$ cat config.mk
export PLATFORM = sky130hd
export DESIGN_NAME = slew_limited_pose_integrator_unit
export DESIGN_NICKNAME = d
export VERILOG_FILES = /design/src/hdl/slpi_pkg.sv /design/src/hdl/slpi_ctrl.sv /design/src/hdl/slpi_dp.sv /design/src/hdl/slew_limited_pose_integrator_unit.sv
export SDC_FILE = /design/constraint.sdc
export NUM_CORES = 2
export LEC_CHECK = 0
export BUFFER_PORTS_ARGS = -buffer_cell sky130_fd_sc_hd__buf_2
export CORE_MARGIN = 3
export CORE_UTILIZATION = 29
export DETAILED_ROUTE_END_ITERATION = 10
export GPL_ROUTABILITY_DRIVEN = 0
export SLEW_MARGIN = 10
export SYNTH_ARGS = -nofsm -noshare
export SYNTH_HDL_FRONTEND = slang
export SYNTH_SLANG_ARGS = --single-unit
$ cat constraint.sdc
create_clock -name clk_i -period 12.45 [get_ports clk_i]
set_input_delay 2.49 -clock clk_i [delete_from_list [all_inputs] [get_ports clk_i]]
set_output_delay 2.49 -clock clk_i [all_outputs]
set_load 0.01 [all_outputs]
$ cat src/hdl/slpi_pkg.sv
// ----------------------------------------------------------------------------
// slpi_pkg
// Shared types and constants of the slew-limited pose integrator.
// ----------------------------------------------------------------------------
package slpi_pkg;

  localparam int unsigned MaxSteps = 24;
  localparam int unsigned IterW    = 5;

  localparam logic signed [33:0] CordicGain = 34'sd652032874;

  localparam logic [14:0] MaxLinSpeedRst = 15'd4096;
  localparam logic [18:0] MaxAngSpeedRst = 19'd16376;
  localparam logic [19:0] MaxLinAccelRst = 20'd1048575;
  localparam logic [23:0] MaxAngAccelRst = 24'd10419962;

  typedef enum logic [1:0] {
    REG_MAX_LIN_SPEED = 2'd0,
    REG_MAX_ANG_SPEED = 2'd1,
    REG_MAX_LIN_ACCEL = 2'd2,
    REG_MAX_ANG_ACCEL = 2'd3
  } reg_idx_e;

  typedef enum logic [3:0] {
    OP_NONE,
    OP_STORE,
    OP_LOAD_DT,
    OP_MUL_LS,
    OP_SLEW_L,
    OP_MUL_AS,
    OP_SLEW_A,
    OP_MUL_TH,
    OP_HEAD,
    OP_ROT,
    OP_FIN,
    OP_MUL_DS,
    OP_MUL_LO,
    OP_MUL_HI,
    OP_POS,
    OP_LOAD_OUT
  } op_e;

  typedef enum logic [3:0] {
    S_IDLE,
    S_MUL_LS,
    S_SLEW_L,
    S_MUL_AS,
    S_SLEW_A,
    S_MUL_TH,
    S_HEAD,
    S_ROT,
    S_FIN,
    S_MUL_DS,
    S_MUL_LO,
    S_MUL_HI,
    S_POS,
    S_OUT
  } state_e;

  typedef struct packed {
    op_e              op;
    logic             sel;   // 0 selects x and cosine, 1 selects y and sine
    logic [IterW-1:0] iter;
  } dp_cmd_t;

  // Arctangent of 2^-i in units of 2^-32 turn.
  function automatic logic signed [31:0] atan_turn(input logic [IterW-1:0] idx);
    logic signed [31:0] r;
    case (idx)
      5'd0:  r = 32'sd536870912;
      5'd1:  r = 32'sd316933406;
      5'd2:  r = 32'sd167458907;
      5'd3:  r = 32'sd85004756;
      5'd4:  r = 32'sd42667331;
      5'd5:  r = 32'sd21354465;
      5'd6:  r = 32'sd10679838;
      5'd7:  r = 32'sd5340245;
      5'd8:  r = 32'sd2670163;
      5'd9:  r = 32'sd1335087;
      5'd10: r = 32'sd667544;
      5'd11: r = 32'sd333772;
      5'd12: r = 32'sd166886;
      5'd13: r = 32'sd83443;
      5'd14: r = 32'sd41722;
      5'd15: r = 32'sd20861;
      5'd16: r = 32'sd10430;
      5'd17: r = 32'sd5215;
      5'd18: r = 32'sd2608;
      5'd19: r = 32'sd1304;
      5'd20: r = 32'sd652;
      5'd21: r = 32'sd326;
      5'd22: r = 32'sd163;
      5'd23: r = 32'sd81;
      default: r = 32'sd0;
    endcase
    return r;
  endfunction

endpackage

$ cat src/hdl/slpi_ctrl.sv
// ----------------------------------------------------------------------------
// slpi_ctrl
// Sequencer that steps the datapath through one tick and owns the handshakes.
// ----------------------------------------------------------------------------
module slpi_ctrl #(
  parameter int unsigned CORDIC_STEPS = 16
) (
  input  logic              clk_i,
  input  logic              rst_ni,
  input  logic              in_valid_i,
  output logic              in_stall_o,
  input  logic              in_cmd_i,
  output logic              out_valid_o,
  input  logic              out_stall_i,
  output slpi_pkg::dp_cmd_t cmd_o
);

  slpi_pkg::state_e state_q, state_d;
  logic [slpi_pkg::IterW-1:0] iter_q, iter_d;
  logic sel_q, sel_d;
  logic out_valid_q, out_valid_d;

  always_ff @(posedge clk_i or negedge rst_ni) begin
    if (!rst_ni) begin
      state_q     <= slpi_pkg::S_IDLE;
      iter_q      <= '0;
      sel_q       <= 1'b0;
      out_valid_q <= 1'b0;
    end else begin
      state_q     <= state_d;
      iter_q      <= iter_d;
      sel_q       <= sel_d;
      out_valid_q <= out_valid_d;
    end
  end

  assign in_stall_o  = (state_q != slpi_pkg::S_IDLE);
  assign out_valid_o = out_valid_q;

  always_comb begin
    state_d     = state_q;
    iter_d      = iter_q;
    sel_d       = sel_q;
    out_valid_d = out_valid_q && out_stall_i;
    cmd_o.op    = slpi_pkg::OP_NONE;
    cmd_o.sel   = sel_q;
    cmd_o.iter  = iter_q;
    case (state_q)
      slpi_pkg::S_IDLE: begin
        if (in_valid_i) begin
          if (in_cmd_i) begin
            cmd_o.op = slpi_pkg::OP_LOAD_DT;
            state_d  = slpi_pkg::S_MUL_LS;
          end else begin
            cmd_o.op = slpi_pkg::OP_STORE;
          end
        end
      end
      slpi_pkg::S_MUL_LS: begin
        cmd_o.op = slpi_pkg::OP_MUL_LS;
        state_d  = slpi_pkg::S_SLEW_L;
      end
      slpi_pkg::S_SLEW_L: begin
        cmd_o.op = slpi_pkg::OP_SLEW_L;
        state_d  = slpi_pkg::S_MUL_AS;
      end
      slpi_pkg::S_MUL_AS: begin
        cmd_o.op = slpi_pkg::OP_MUL_AS;
        state_d  = slpi_pkg::S_SLEW_A;
      end
      slpi_pkg::S_SLEW_A: begin
        cmd_o.op = slpi_pkg::OP_SLEW_A;
        state_d  = slpi_pkg::S_MUL_TH;
      end
      slpi_pkg::S_MUL_TH: begin
        cmd_o.op = slpi_pkg::OP_MUL_TH;
        state_d  = slpi_pkg::S_HEAD;
      end
      slpi_pkg::S_HEAD: begin
        cmd_o.op = slpi_pkg::OP_HEAD;
        iter_d   = '0;
        state_d  = slpi_pkg::S_ROT;
      end
      slpi_pkg::S_ROT: begin
        cmd_o.op = slpi_pkg::OP_ROT;
        iter_d   = iter_q + 1'b1;
        if (iter_q == slpi_pkg::IterW'(CORDIC_STEPS - 1)) begin
          state_d = slpi_pkg::S_FIN;
        end
      end
      slpi_pkg::S_FIN: begin
        cmd_o.op = slpi_pkg::OP_FIN;
        state_d  = slpi_pkg::S_MUL_DS;
      end
      slpi_pkg::S_MUL_DS: begin
        cmd_o.op = slpi_pkg::OP_MUL_DS;
        sel_d    = 1'b0;
        state_d  = slpi_pkg::S_MUL_LO;
      end
      slpi_pkg::S_MUL_LO: begin
        cmd_o.op = slpi_pkg::OP_MUL_LO;
        state_d  = slpi_pkg::S_MUL_HI;
      end
      slpi_pkg::S_MUL_HI: begin
        cmd_o.op = slpi_pkg::OP_MUL_HI;
        state_d  = slpi_pkg::S_POS;
      end
      slpi_pkg::S_POS: begin
        cmd_o.op = slpi_pkg::OP_POS;
        if (sel_q) begin
          state_d = slpi_pkg::S_OUT;
        end else begin
          sel_d   = 1'b1;
          state_d = slpi_pkg::S_MUL_LO;
        end
      end
      slpi_pkg::S_OUT: begin
        // The result register is reloaded once the previous beat has left.
        if (!out_valid_q || !out_stall_i) begin
          cmd_o.op    = slpi_pkg::OP_LOAD_OUT;
          out_valid_d = 1'b1;
          state_d     = slpi_pkg::S_IDLE;
        end
      end
      default: begin
        state_d = slpi_pkg::S_IDLE;
      end
    endcase
  end

endmodule

$ cat src/hdl/slpi_dp.sv
// ----------------------------------------------------------------------------
// slpi_dp
// Datapath: registers, shared multiplier, slew limiters, CORDIC and pose.
// ----------------------------------------------------------------------------
module slpi_dp (
  input  logic                clk_i,
  input  logic                rst_ni,
  input  slpi_pkg::dp_cmd_t   cmd_i,
  input  logic                cfg_wr_en_i,
  input  logic [1:0]          cfg_index_i,
  input  logic [23:0]         cfg_data_i,
  input  logic signed [15:0]  in_target_lin_vel_i,
  input  logic signed [19:0]  in_target_ang_vel_i,
  input  logic [15:0]         in_tick_dt_i,
  output logic signed [31:0]  out_pos_x_o,
  output logic signed [31:0]  out_pos_y_o,
  output logic [15:0]         out_heading_o,
  output logic signed [15:0]  out_lin_vel_o,
  output logic signed [19:0]  out_ang_vel_o
);

  logic [14:0] max_lin_speed_q;
  logic [18:0] max_ang_speed_q;
  logic [19:0] max_lin_accel_q;
  logic [23:0] max_ang_accel_q;

  logic signed [15:0] tar_lin_q, cur_lin_q, cur_lin_d;
  logic signed [19:0] tar_ang_q, cur_ang_q, cur_ang_d;
  logic signed [31:0] pos_x_q, pos_y_q, pos_d;
  logic [15:0] heading_q, heading_d;
  logic [15:0] dt_q;

  logic signed [33:0] x_q, y_q, c_q, s_q, ds_q;
  logic signed [31:0] z_q;
  logic flip_q, flip_d;
  logic signed [51:0] prod_q, lo_q;

  logic signed [33:0] mul_a;
  logic signed [17:0] mul_b;
  logic signed [51:0] prod;
  logic signed [33:0] trig;

  // Linear slew terms.
  logic signed [21:0] l_step, l_cur, l_tar, l_lim, l_up, l_dn, l_res;
  // Angular slew terms.
  logic signed [25:0] a_step, a_cur, a_tar, a_lim, a_up, a_dn, a_res;

  logic [31:0] th_sum;
  logic signed [33:0] x_sh, y_sh;
  logic signed [31:0] at;
  logic signed [65:0] wide;
  logic signed [33:0] pos_sum;
  logic signed [31:0] pos_cur;

  assign trig = cmd_i.sel ? s_q : c_q;

  always_comb begin
    mul_a = '0;
    mul_b = '0;
    case (cmd_i.op)
      slpi_pkg::OP_MUL_LS: begin
        mul_a = $signed({14'd0, max_lin_accel_q});
        mul_b = $signed({2'd0, dt_q});
      end
      slpi_pkg::OP_MUL_AS: begin
        mul_a = $signed({10'd0, max_ang_accel_q});
        mul_b = $signed({2'd0, dt_q});
      end
      slpi_pkg::OP_MUL_TH: begin
        mul_a = {{14{cur_ang_q[19]}}, cur_ang_q};
        mul_b = $signed({2'd0, dt_q});
      end
      slpi_pkg::OP_MUL_DS: begin
        mul_a = {{18{cur_lin_q[15]}}, cur_lin_q};
        mul_b = $signed({2'd0, dt_q});
      end
      slpi_pkg::OP_MUL_LO: begin
        mul_a = ds_q;
        mul_b = $signed({1'b0, trig[16:0]});
      end
      slpi_pkg::OP_MUL_HI: begin
        mul_a = ds_q;
        mul_b = {trig[33], trig[33:17]};
      end
      default: begin
        mul_a = '0;
        mul_b = '0;
      end
    endcase
  end

  assign prod = mul_a * mul_b;

  // Slew limiting: the step comes from the registered accel * dt product.
  always_comb begin
    l_step = $signed({2'd0, prod_q[35:16]});
    l_cur  = {{6{cur_lin_q[15]}}, cur_lin_q};
    l_tar  = {{6{tar_lin_q[15]}}, tar_lin_q};
    l_lim  = $signed({7'd0, max_lin_speed_q});
    l_up   = l_cur + l_step;
    l_dn   = l_cur - l_step;
    if (l_tar > l_cur) begin
      l_res = (l_tar < l_lim) ? l_tar : l_lim;
      if (l_up < l_res) l_res = l_up;
    end else if (l_tar < l_cur) begin
      l_res = (l_tar > -l_lim) ? l_tar : -l_lim;
      if (l_dn > l_res) l_res = l_dn;
    end else begin
      l_res = l_tar;
    end
    cur_lin_d = l_res[15:0];

    a_step = $signed({2'd0, prod_q[39:16]});
    a_cur  = {{6{cur_ang_q[19]}}, cur_ang_q};
    a_tar  = {{6{tar_ang_q[19]}}, tar_ang_q};
    a_lim  = $signed({7'd0, max_ang_speed_q});
    a_up   = a_cur + a_step;
    a_dn   = a_cur - a_step;
    if (a_tar > a_cur) begin
      a_res = (a_tar < a_lim) ? a_tar : a_lim;
      if (a_up < a_res) a_res = a_up;
    end else if (a_tar < a_cur) begin
      a_res = (a_tar > -a_lim) ? a_tar : -a_lim;
      if (a_dn > a_res) a_res = a_dn;
    end else begin
      a_res = a_tar;
    end
    cur_ang_d = a_res[19:0];
  end

  // Heading advance, rounded half up to 2^-16 turn.
  assign th_sum    = prod_q[31:0] + 32'h0000_8000;
  assign heading_d = heading_q + th_sum[31:16];
  // Second and third quadrants are rotated by a half turn.
  assign flip_d    = heading_d[15] ^ heading_d[14];

  assign x_sh = x_q >>> cmd_i.iter;
  assign y_sh = y_q >>> cmd_i.iter;
  assign at   = slpi_pkg::atan_turn(cmd_i.iter);

  // Position increment: (hi << 17) + lo, rounded half up from 2^-42.
  assign wide    = ({{14{prod_q[51]}}, prod_q} <<< 17) + {{14{lo_q[51]}}, lo_q}
                   + 66'sh200_0000_0000;
  assign pos_cur = cmd_i.sel ? pos_y_q : pos_x_q;
  assign pos_sum = {{2{pos_cur[31]}}, pos_cur} + {{10{wide[65]}}, wide[65:42]};

  always_comb begin
    if (pos_sum[33:31] == 3'b000 || pos_sum[33:31] == 3'b111) begin
      pos_d = pos_sum[31:0];
    end else if (pos_sum[33]) begin
      pos_d = 32'sh8000_0000;
    end else begin
      pos_d = 32'sh7FFF_FFFF;
    end
  end

  always_ff @(posedge clk_i or negedge rst_ni) begin
    if (!rst_ni) begin
      max_lin_speed_q <= slpi_pkg::MaxLinSpeedRst;
      max_ang_speed_q <= slpi_pkg::MaxAngSpeedRst;
      max_lin_accel_q <= slpi_pkg::MaxLinAccelRst;
      max_ang_accel_q <= slpi_pkg::MaxAngAccelRst;
      tar_lin_q       <= '0;
      tar_ang_q       <= '0;
      cur_lin_q       <= '0;
      cur_ang_q       <= '0;
      pos_x_q         <= '0;
      pos_y_q         <= '0;
      heading_q       <= '0;
    end else begin
      if (cfg_wr_en_i) begin
        case (slpi_pkg::reg_idx_e'(cfg_index_i))
          slpi_pkg::REG_MAX_LIN_SPEED: max_lin_speed_q <= cfg_data_i[14:0];
          slpi_pkg::REG_MAX_ANG_SPEED: max_ang_speed_q <= cfg_data_i[18:0];
          slpi_pkg::REG_MAX_LIN_ACCEL: max_lin_accel_q <= cfg_data_i[19:0];
          slpi_pkg::REG_MAX_ANG_ACCEL: max_ang_accel_q <= cfg_data_i[23:0];
          default: ;
        endcase
      end
      case (cmd_i.op)
        slpi_pkg::OP_STORE: begin
          tar_lin_q <= in_target_lin_vel_i;
          tar_ang_q <= in_target_ang_vel_i;
        end
        slpi_pkg::OP_SLEW_L: cur_lin_q <= cur_lin_d;
        slpi_pkg::OP_SLEW_A: cur_ang_q <= cur_ang_d;
        slpi_pkg::OP_HEAD:   heading_q <= heading_d;
        slpi_pkg::OP_POS: begin
          if (cmd_i.sel) pos_y_q <= pos_d;
          else           pos_x_q <= pos_d;
        end
        default: ;
      endcase
    end
  end

  always_ff @(posedge clk_i) begin
    case (cmd_i.op)
      slpi_pkg::OP_LOAD_DT: dt_q <= in_tick_dt_i;
      slpi_pkg::OP_MUL_LS, slpi_pkg::OP_MUL_AS, slpi_pkg::OP_MUL_TH,
      slpi_pkg::OP_MUL_LO: prod_q <= prod;
      slpi_pkg::OP_MUL_HI: begin
        lo_q   <= prod_q;
        prod_q <= prod;
      end
      slpi_pkg::OP_MUL_DS: ds_q <= prod[33:0];
      slpi_pkg::OP_HEAD: begin
        x_q    <= slpi_pkg::CordicGain;
        y_q    <= '0;
        flip_q <= flip_d;
        z_q    <= $signed({heading_d[15] ^ flip_d, heading_d[14:0], 16'd0});
      end
      slpi_pkg::OP_ROT: begin
        if (!z_q[31]) begin
          x_q <= x_q - y_sh;
          y_q <= y_q + x_sh;
          z_q <= z_q - at;
        end else begin
          x_q <= x_q + y_sh;
          y_q <= y_q - x_sh;
          z_q <= z_q + at;
        end
      end
      slpi_pkg::OP_FIN: begin
        c_q <= flip_q ? -x_q : x_q;
        s_q <= flip_q ? -y_q : y_q;
      end
      slpi_pkg::OP_LOAD_OUT: begin
        out_pos_x_o   <= pos_x_q;
        out_pos_y_o   <= pos_y_q;
        out_heading_o <= heading_q;
        out_lin_vel_o <= cur_lin_q;
        out_ang_vel_o <= cur_ang_q;
      end
      default: ;
    endcase
  end

endmodule

$ cat src/hdl/slew_limited_pose_integrator_unit.sv
// ----------------------------------------------------------------------------
// slew_limited_pose_integrator_unit
// Unicycle dead reckoning with slew-limited velocities and CORDIC trig.
// ----------------------------------------------------------------------------
// A store beat updates the targets and gives no result. A tick beat keeps
// in_stall_o high until its pose is loaded into the output registers, which
// waits while a stalled result is still held. A tick does one CORDIC rotation
// per cycle and uses the single shared multiplier. Reset restores the register
// defaults and clears targets, velocities, pose and the sequencer state only.
module slew_limited_pose_integrator_unit #(
  parameter int unsigned CORDIC_STEPS = 16
) (
  input  logic               clk_i,
  input  logic               rst_ni,
  input  logic               cfg_wr_en_i,
  input  logic [1:0]         cfg_index_i,
  input  logic [23:0]        cfg_data_i,
  input  logic               in_valid_i,
  output logic               in_stall_o,
  input  logic               in_cmd_i,
  input  logic signed [15:0] in_target_lin_vel_i,
  input  logic signed [19:0] in_target_ang_vel_i,
  input  logic [15:0]        in_tick_dt_i,
  output logic               out_valid_o,
  input  logic               out_stall_i,
  output logic signed [31:0] out_pos_x_o,
  output logic signed [31:0] out_pos_y_o,
  output logic [15:0]        out_heading_o,
  output logic signed [15:0] out_lin_vel_o,
  output logic signed [19:0] out_ang_vel_o
);

  slpi_pkg::dp_cmd_t dp_cmd;

  slpi_ctrl #(
    .CORDIC_STEPS(CORDIC_STEPS)
  ) u_ctrl (
    .clk_i       (clk_i),
    .rst_ni      (rst_ni),
    .in_valid_i  (in_valid_i),
    .in_stall_o  (in_stall_o),
    .in_cmd_i    (in_cmd_i),
    .out_valid_o (out_valid_o),
    .out_stall_i (out_stall_i),
    .cmd_o       (dp_cmd)
  );

  slpi_dp u_dp (
    .clk_i               (clk_i),
    .rst_ni              (rst_ni),
    .cmd_i               (dp_cmd),
    .cfg_wr_en_i         (cfg_wr_en_i),
    .cfg_index_i         (cfg_index_i),
    .cfg_data_i          (cfg_data_i),
    .in_target_lin_vel_i (in_target_lin_vel_i),
    .in_target_ang_vel_i (in_target_ang_vel_i),
    .in_tick_dt_i        (in_tick_dt_i),
    .out_pos_x_o         (out_pos_x_o),
    .out_pos_y_o         (out_pos_y_o),
    .out_heading_o       (out_heading_o),
    .out_lin_vel_o       (out_lin_vel_o),
    .out_ang_vel_o       (out_ang_vel_o)
  );

endmodule

==> impl_metrics.yaml <==
sta:
  maxSlewViolCount: 0
  totalNegativeSetupSlack_ns: 0
  finalWorstPathRequiredPeriod_ns: 10.37
  worst_slew_margin_rel_pct: 4.84
  worst_slew_pin_slew_ns: 1.41
  highest_attainable_clock_frequency_mhz: 96.4
  grt_setup_unrepaired: "no"
  final_hold_viol_count: 0
  setup_viol: 0
  final_min_period_over_clock_period_pct: 83.3
  finalClockSkew_ns: 0.0557
worst_setup_path:
  worstSetupEndpointType: "flip-flop"
  largest_fanout_of_any_net_on_the_critical_path: 20
  worst_r2r_startpoint: "u_ctrl.state_q[3]"
  worstRegToRegCells: 25
  crit_arrival_ns: 10.93
  cp-startpoint: "u_ctrl.state_q[3]"
  critPathLaunchType: "flip-flop"
  critical_path_class: "reg -> reg"
  worstReg2RegEnd: "u_dp.prod_q[44]"
  critical_path.endpoint: "u_dp.prod_q[44]"
  cp.required_ns: 13.02
  r2r_setup_slack_ns: 2.08
finish:
  final_layout_size_suffix_gt1_share_pct: 10.3
  final_cell_mix: "sky130_fd_sc_hd__inv_1, sky130_fd_sc_hd__nand2_1, sky130_fd_sc_hd__ha_1, sky130_fd_sc_hd__nor2_1, sky130_fd_sc_hd__fa_1"
  multi_input_area_mm2: 0.0512
  post_layout_nonfiller_instances: 11521
  layout.area.seq_mm2: 0.0188
  flow.area_growth_from_synthesis_pct: 9.91
  final_core_util_pct: 32.1
  most_common_library_cell_in_the_layout_ignoring_fill_and_taps: "sky130_fd_sc_hd__inv_1"
  fill_cells: 26148
  finish.net_count: 9417
logic_synthesis:
  synth_top_cell_by_area: "sky130_fd_sc_hd__edfxtp_1"
  synth_area_leaders: "sky130_fd_sc_hd__edfxtp_1, sky130_fd_sc_hd__fa_1, sky130_fd_sc_hd__ha_1"
  commonest_register_cell_after_synthesis: "sky130_fd_sc_hd__edfxtp_1"
  mappedNetlistNets: 9414
  synth.area.mux_share_pct: 7.21
  synthesis.instances: 8057
  synthesis.area_mm2: 0.0750
  yosys_warns: 0
  post_synth_edffs: 422
  post_synth_fa_ha_maj_area_fraction_pct: 27.2
  syn_avg_cell_area_um2: 9.31
  synth_simple_gate_area_share_pct: 13.5
  synth_top_family_by_area: "adder cells"
  area_fraction_in_compound_gates_after_synthesis_pct: 14.8
  async_flop_share_pct: 36.3
  number_of_register_bits_inferred_by_synthesis: 663
  synth.lib_cells_used.distinct: 103
  fraction_of_post_synthesis_cell_area_in_the_top_cell_type_by_area_pct: 16.9
  post_synth_xor_area_fraction_pct: 5.34
  seq_area_frac_synth_pct: 25.0
min_path:
  hold_path_class: "reg -> reg"
global_route:
  grt_first_pass_wirelength_um: 387000
  grt_overflow_total: 0
  number_of_global_route_vias_before_repair: 62355
  track_usage_pct: 19.0
  antenna_found_initial: 12
  grt_start_max_net_pins: 101
floorplanning:
  floorplan.die_area_mm2: 0.265
  core_area_mm2: 0.257
  effective_utilization_at_floorplan_pct: 29.2
  die_height_um: 515
  num_rows: 186
  dieWidth_um: 515
  boundaryPins: 202
clock_network:
  clock-root-buffer: "sky130_fd_sc_hd__clkbuf_16"
  cts-buffers-inserted: 81
  clock_insertion_delay_worst_skew_ns: 0.71
  post_cts_resized: 0
  cts.htree.levels: 3
  max-clock-path-buffers: 3
  tritoncts: "built"
  path_clk_slew_ns: 0.06
  clock-sinks: 663
  cts.hold.buffers_added: 0
  postCtsSetupBuffers: 0
route:
  antenna_left: 0
  detail_route.wl_per_cell_um: 22.4
  vias: 62398
  routed_wirelength_um: 258000
  drtPass1Iterations: 10
  initial_detailed_routing_violation_count: 6969
  vias_per_cell: 5.42
  drc: 0
run:
  drv_cap: 0
place:
  place.port_buffers: 201
  dp.cells: 11361
  hpwlAfterDp_um: 200000
run_status:
  status: "finished, final reports clean"
==> area by class of cell <==
class	instances	share of cell area (%)
diodes	10	0.0303
clock buffers	98	2.64
clock inverters	52	0.841
inverters	977	4.45
multi-input cells	6048	62.1
flip-flops and latches	663	22.8
well taps	3384	5.14
repair buffers	289	2.03
==> per-stage QoR <==
stage / instance area [um^2] / hold slack [ns] / setup slack [ns]
CTS: 82400 / 0.470 / 2.22
finish: 82500 / 0.460 / 2.08
global route: 82400 / 0.478 / 1.70
floorplan: 75000 / 0.400 / 0.796
detailed placement: 79600 / 0.432 / 2.22
global placement: 79600 / 0.438 / 2.48
==> metal layers <==
layer / vias up / routed length, um / GRT usage (%) / share of wire [%]
li1: 27904 / - / - / -
met1: 30752 / 104000 / 24.5 / 40
met2: 3084 / 116000 / 30.0 / 45
met3: 654 / 22700 / 3.58 / 8.8
met4: 4 / 16200 / 9.90 / 6.3
met5: - / 31 / 0 / 0.012
==> worst max-delay path: stages (launching register included) <==
cell and delay (ns):
sky130_fd_sc_hd__dfrtp_1 0.66, sky130_fd_sc_hd__nor2b_1 0.22, sky130_fd_sc_hd__nand3_1 0.70, sky130_fd_sc_hd__o221ai_2 1.22
sky130_fd_sc_hd__buf_4 0.47, sky130_fd_sc_hd__nand2_1 0.14, sky130_fd_sc_hd__fa_1 0.58, sky130_fd_sc_hd__inv_1 0.05
sky130_fd_sc_hd__fa_1 0.52, sky130_fd_sc_hd__fa_1 0.46, sky130_fd_sc_hd__fa_1 0.54, sky130_fd_sc_hd__fa_1 0.56
sky130_fd_sc_hd__inv_1 0.06, sky130_fd_sc_hd__fa_1 0.53, sky130_fd_sc_hd__inv_1 0.05, sky130_fd_sc_hd__ha_1 0.37
sky130_fd_sc_hd__and4_1 0.27, sky130_fd_sc_hd__o2111a_1 0.14, sky130_fd_sc_hd__a221o_1 0.29, sky130_fd_sc_hd__a41o_1 0.20
sky130_fd_sc_hd__a41o_1 0.29, sky130_fd_sc_hd__a311o_1 0.46, sky130_fd_sc_hd__a41oi_1 0.52, sky130_fd_sc_hd__o21ai_0 0.30
sky130_fd_sc_hd__or4b_1 0.52, sky130_fd_sc_hd__nand4b_1 0.10
==> cells in the mapped netlist (35+ instances only) <==
master	count
sky130_fd_sc_hd__nor2_1	617
sky130_fd_sc_hd__mux4_2	59
sky130_fd_sc_hd__a211oi_1	55
sky130_fd_sc_hd__a21oi_1	418
sky130_fd_sc_hd__clkbuf_1	287
sky130_fd_sc_hd__mux2_2	204
sky130_fd_sc_hd__xor2_1	137
sky130_fd_sc_hd__and3_1	53
sky130_fd_sc_hd__a22oi_1	45
sky130_fd_sc_hd__and2_1	60
sky130_fd_sc_hd__or3_1	35
sky130_fd_sc_hd__xnor2_1	320
sky130_fd_sc_hd__a21o_1	202
sky130_fd_sc_hd__inv_1	970
sky130_fd_sc_hd__nand3_1	100
sky130_fd_sc_hd__nand4_1	75
sky130_fd_sc_hd__buf_2	39
sky130_fd_sc_hd__nand2_1	852
sky130_fd_sc_hd__o21ai_0	354
sky130_fd_sc_hd__dfstp_2	50
sky130_fd_sc_hd__o21bai_1	46
sky130_fd_sc_hd__a31oi_1	53
sky130_fd_sc_hd__edfxtp_1	422
sky130_fd_sc_hd__o21a_1	80
sky130_fd_sc_hd__mux2i_1	139
sky130_fd_sc_hd__nor3_1	104
sky130_fd_sc_hd__o22ai_1	41
sky130_fd_sc_hd__o211ai_1	61
sky130_fd_sc_hd__nor2b_1	68
sky130_fd_sc_hd__ha_1	679
sky130_fd_sc_hd__nand2b_1	101
sky130_fd_sc_hd__dfrtp_1	191
sky130_fd_sc_hd__fa_1	594
==> kinds of logic after synthesis <==
| logic type | Yosys count |
|---|---|
| adders and majority gates | 1274 |
| buffers and inverters | 1346 |
| muxes | 417 |
| and+or+nand+nor | 2212 |
| AOI/OAI and AO/OA | 1688 |
| DFF | 663 |
| xor gates and xnor gates | 457 |
==> registers in the layout (all words and copies together), names as in the netlist, 24 cells and up <==
| register | flops |
|---|---|
| u_dp.c_q | 34 |
| u_dp.ds_q | 34 |
| u_dp.lo_q | 35 |
| u_dp.max_ang_accel_q | 24 |
| u_dp.out_pos_x_o | 32 |
| u_dp.out_pos_y_o | 32 |
| u_dp.pos_x_q | 32 |
| u_dp.pos_y_q | 32 |
| u_dp.prod_q | 52 |
| u_dp.s_q | 34 |
| u_dp.x_q | 34 |
| u_dp.y_q | 34 |
| u_dp.z_q | 32 |
==> worst min path at each step <==
stage | from | endpoint | slack, ns | cells after the start
CTS | u_dp.pos_y_q[25] | u_dp.out_pos_y_o[25] | 0.47 | 0
finish | u_dp.prod_q[49] | u_dp.lo_q[49] | 0.46 | 0
floorplan | u_dp.prod_q[49] | u_dp.lo_q[49] | 0.40 | 0
global route | u_dp.prod_q[49] | u_dp.lo_q[49] | 0.48 | 0
global placement | u_dp.prod_q[49] | u_dp.lo_q[49] | 0.44 | 0
detailed placement | u_dp.prod_q[49] | u_dp.lo_q[49] | 0.43 | 0
Power is not shown: default switching activity piles up to over one toggle a cycle in this logic, so the estimate is an artifact.
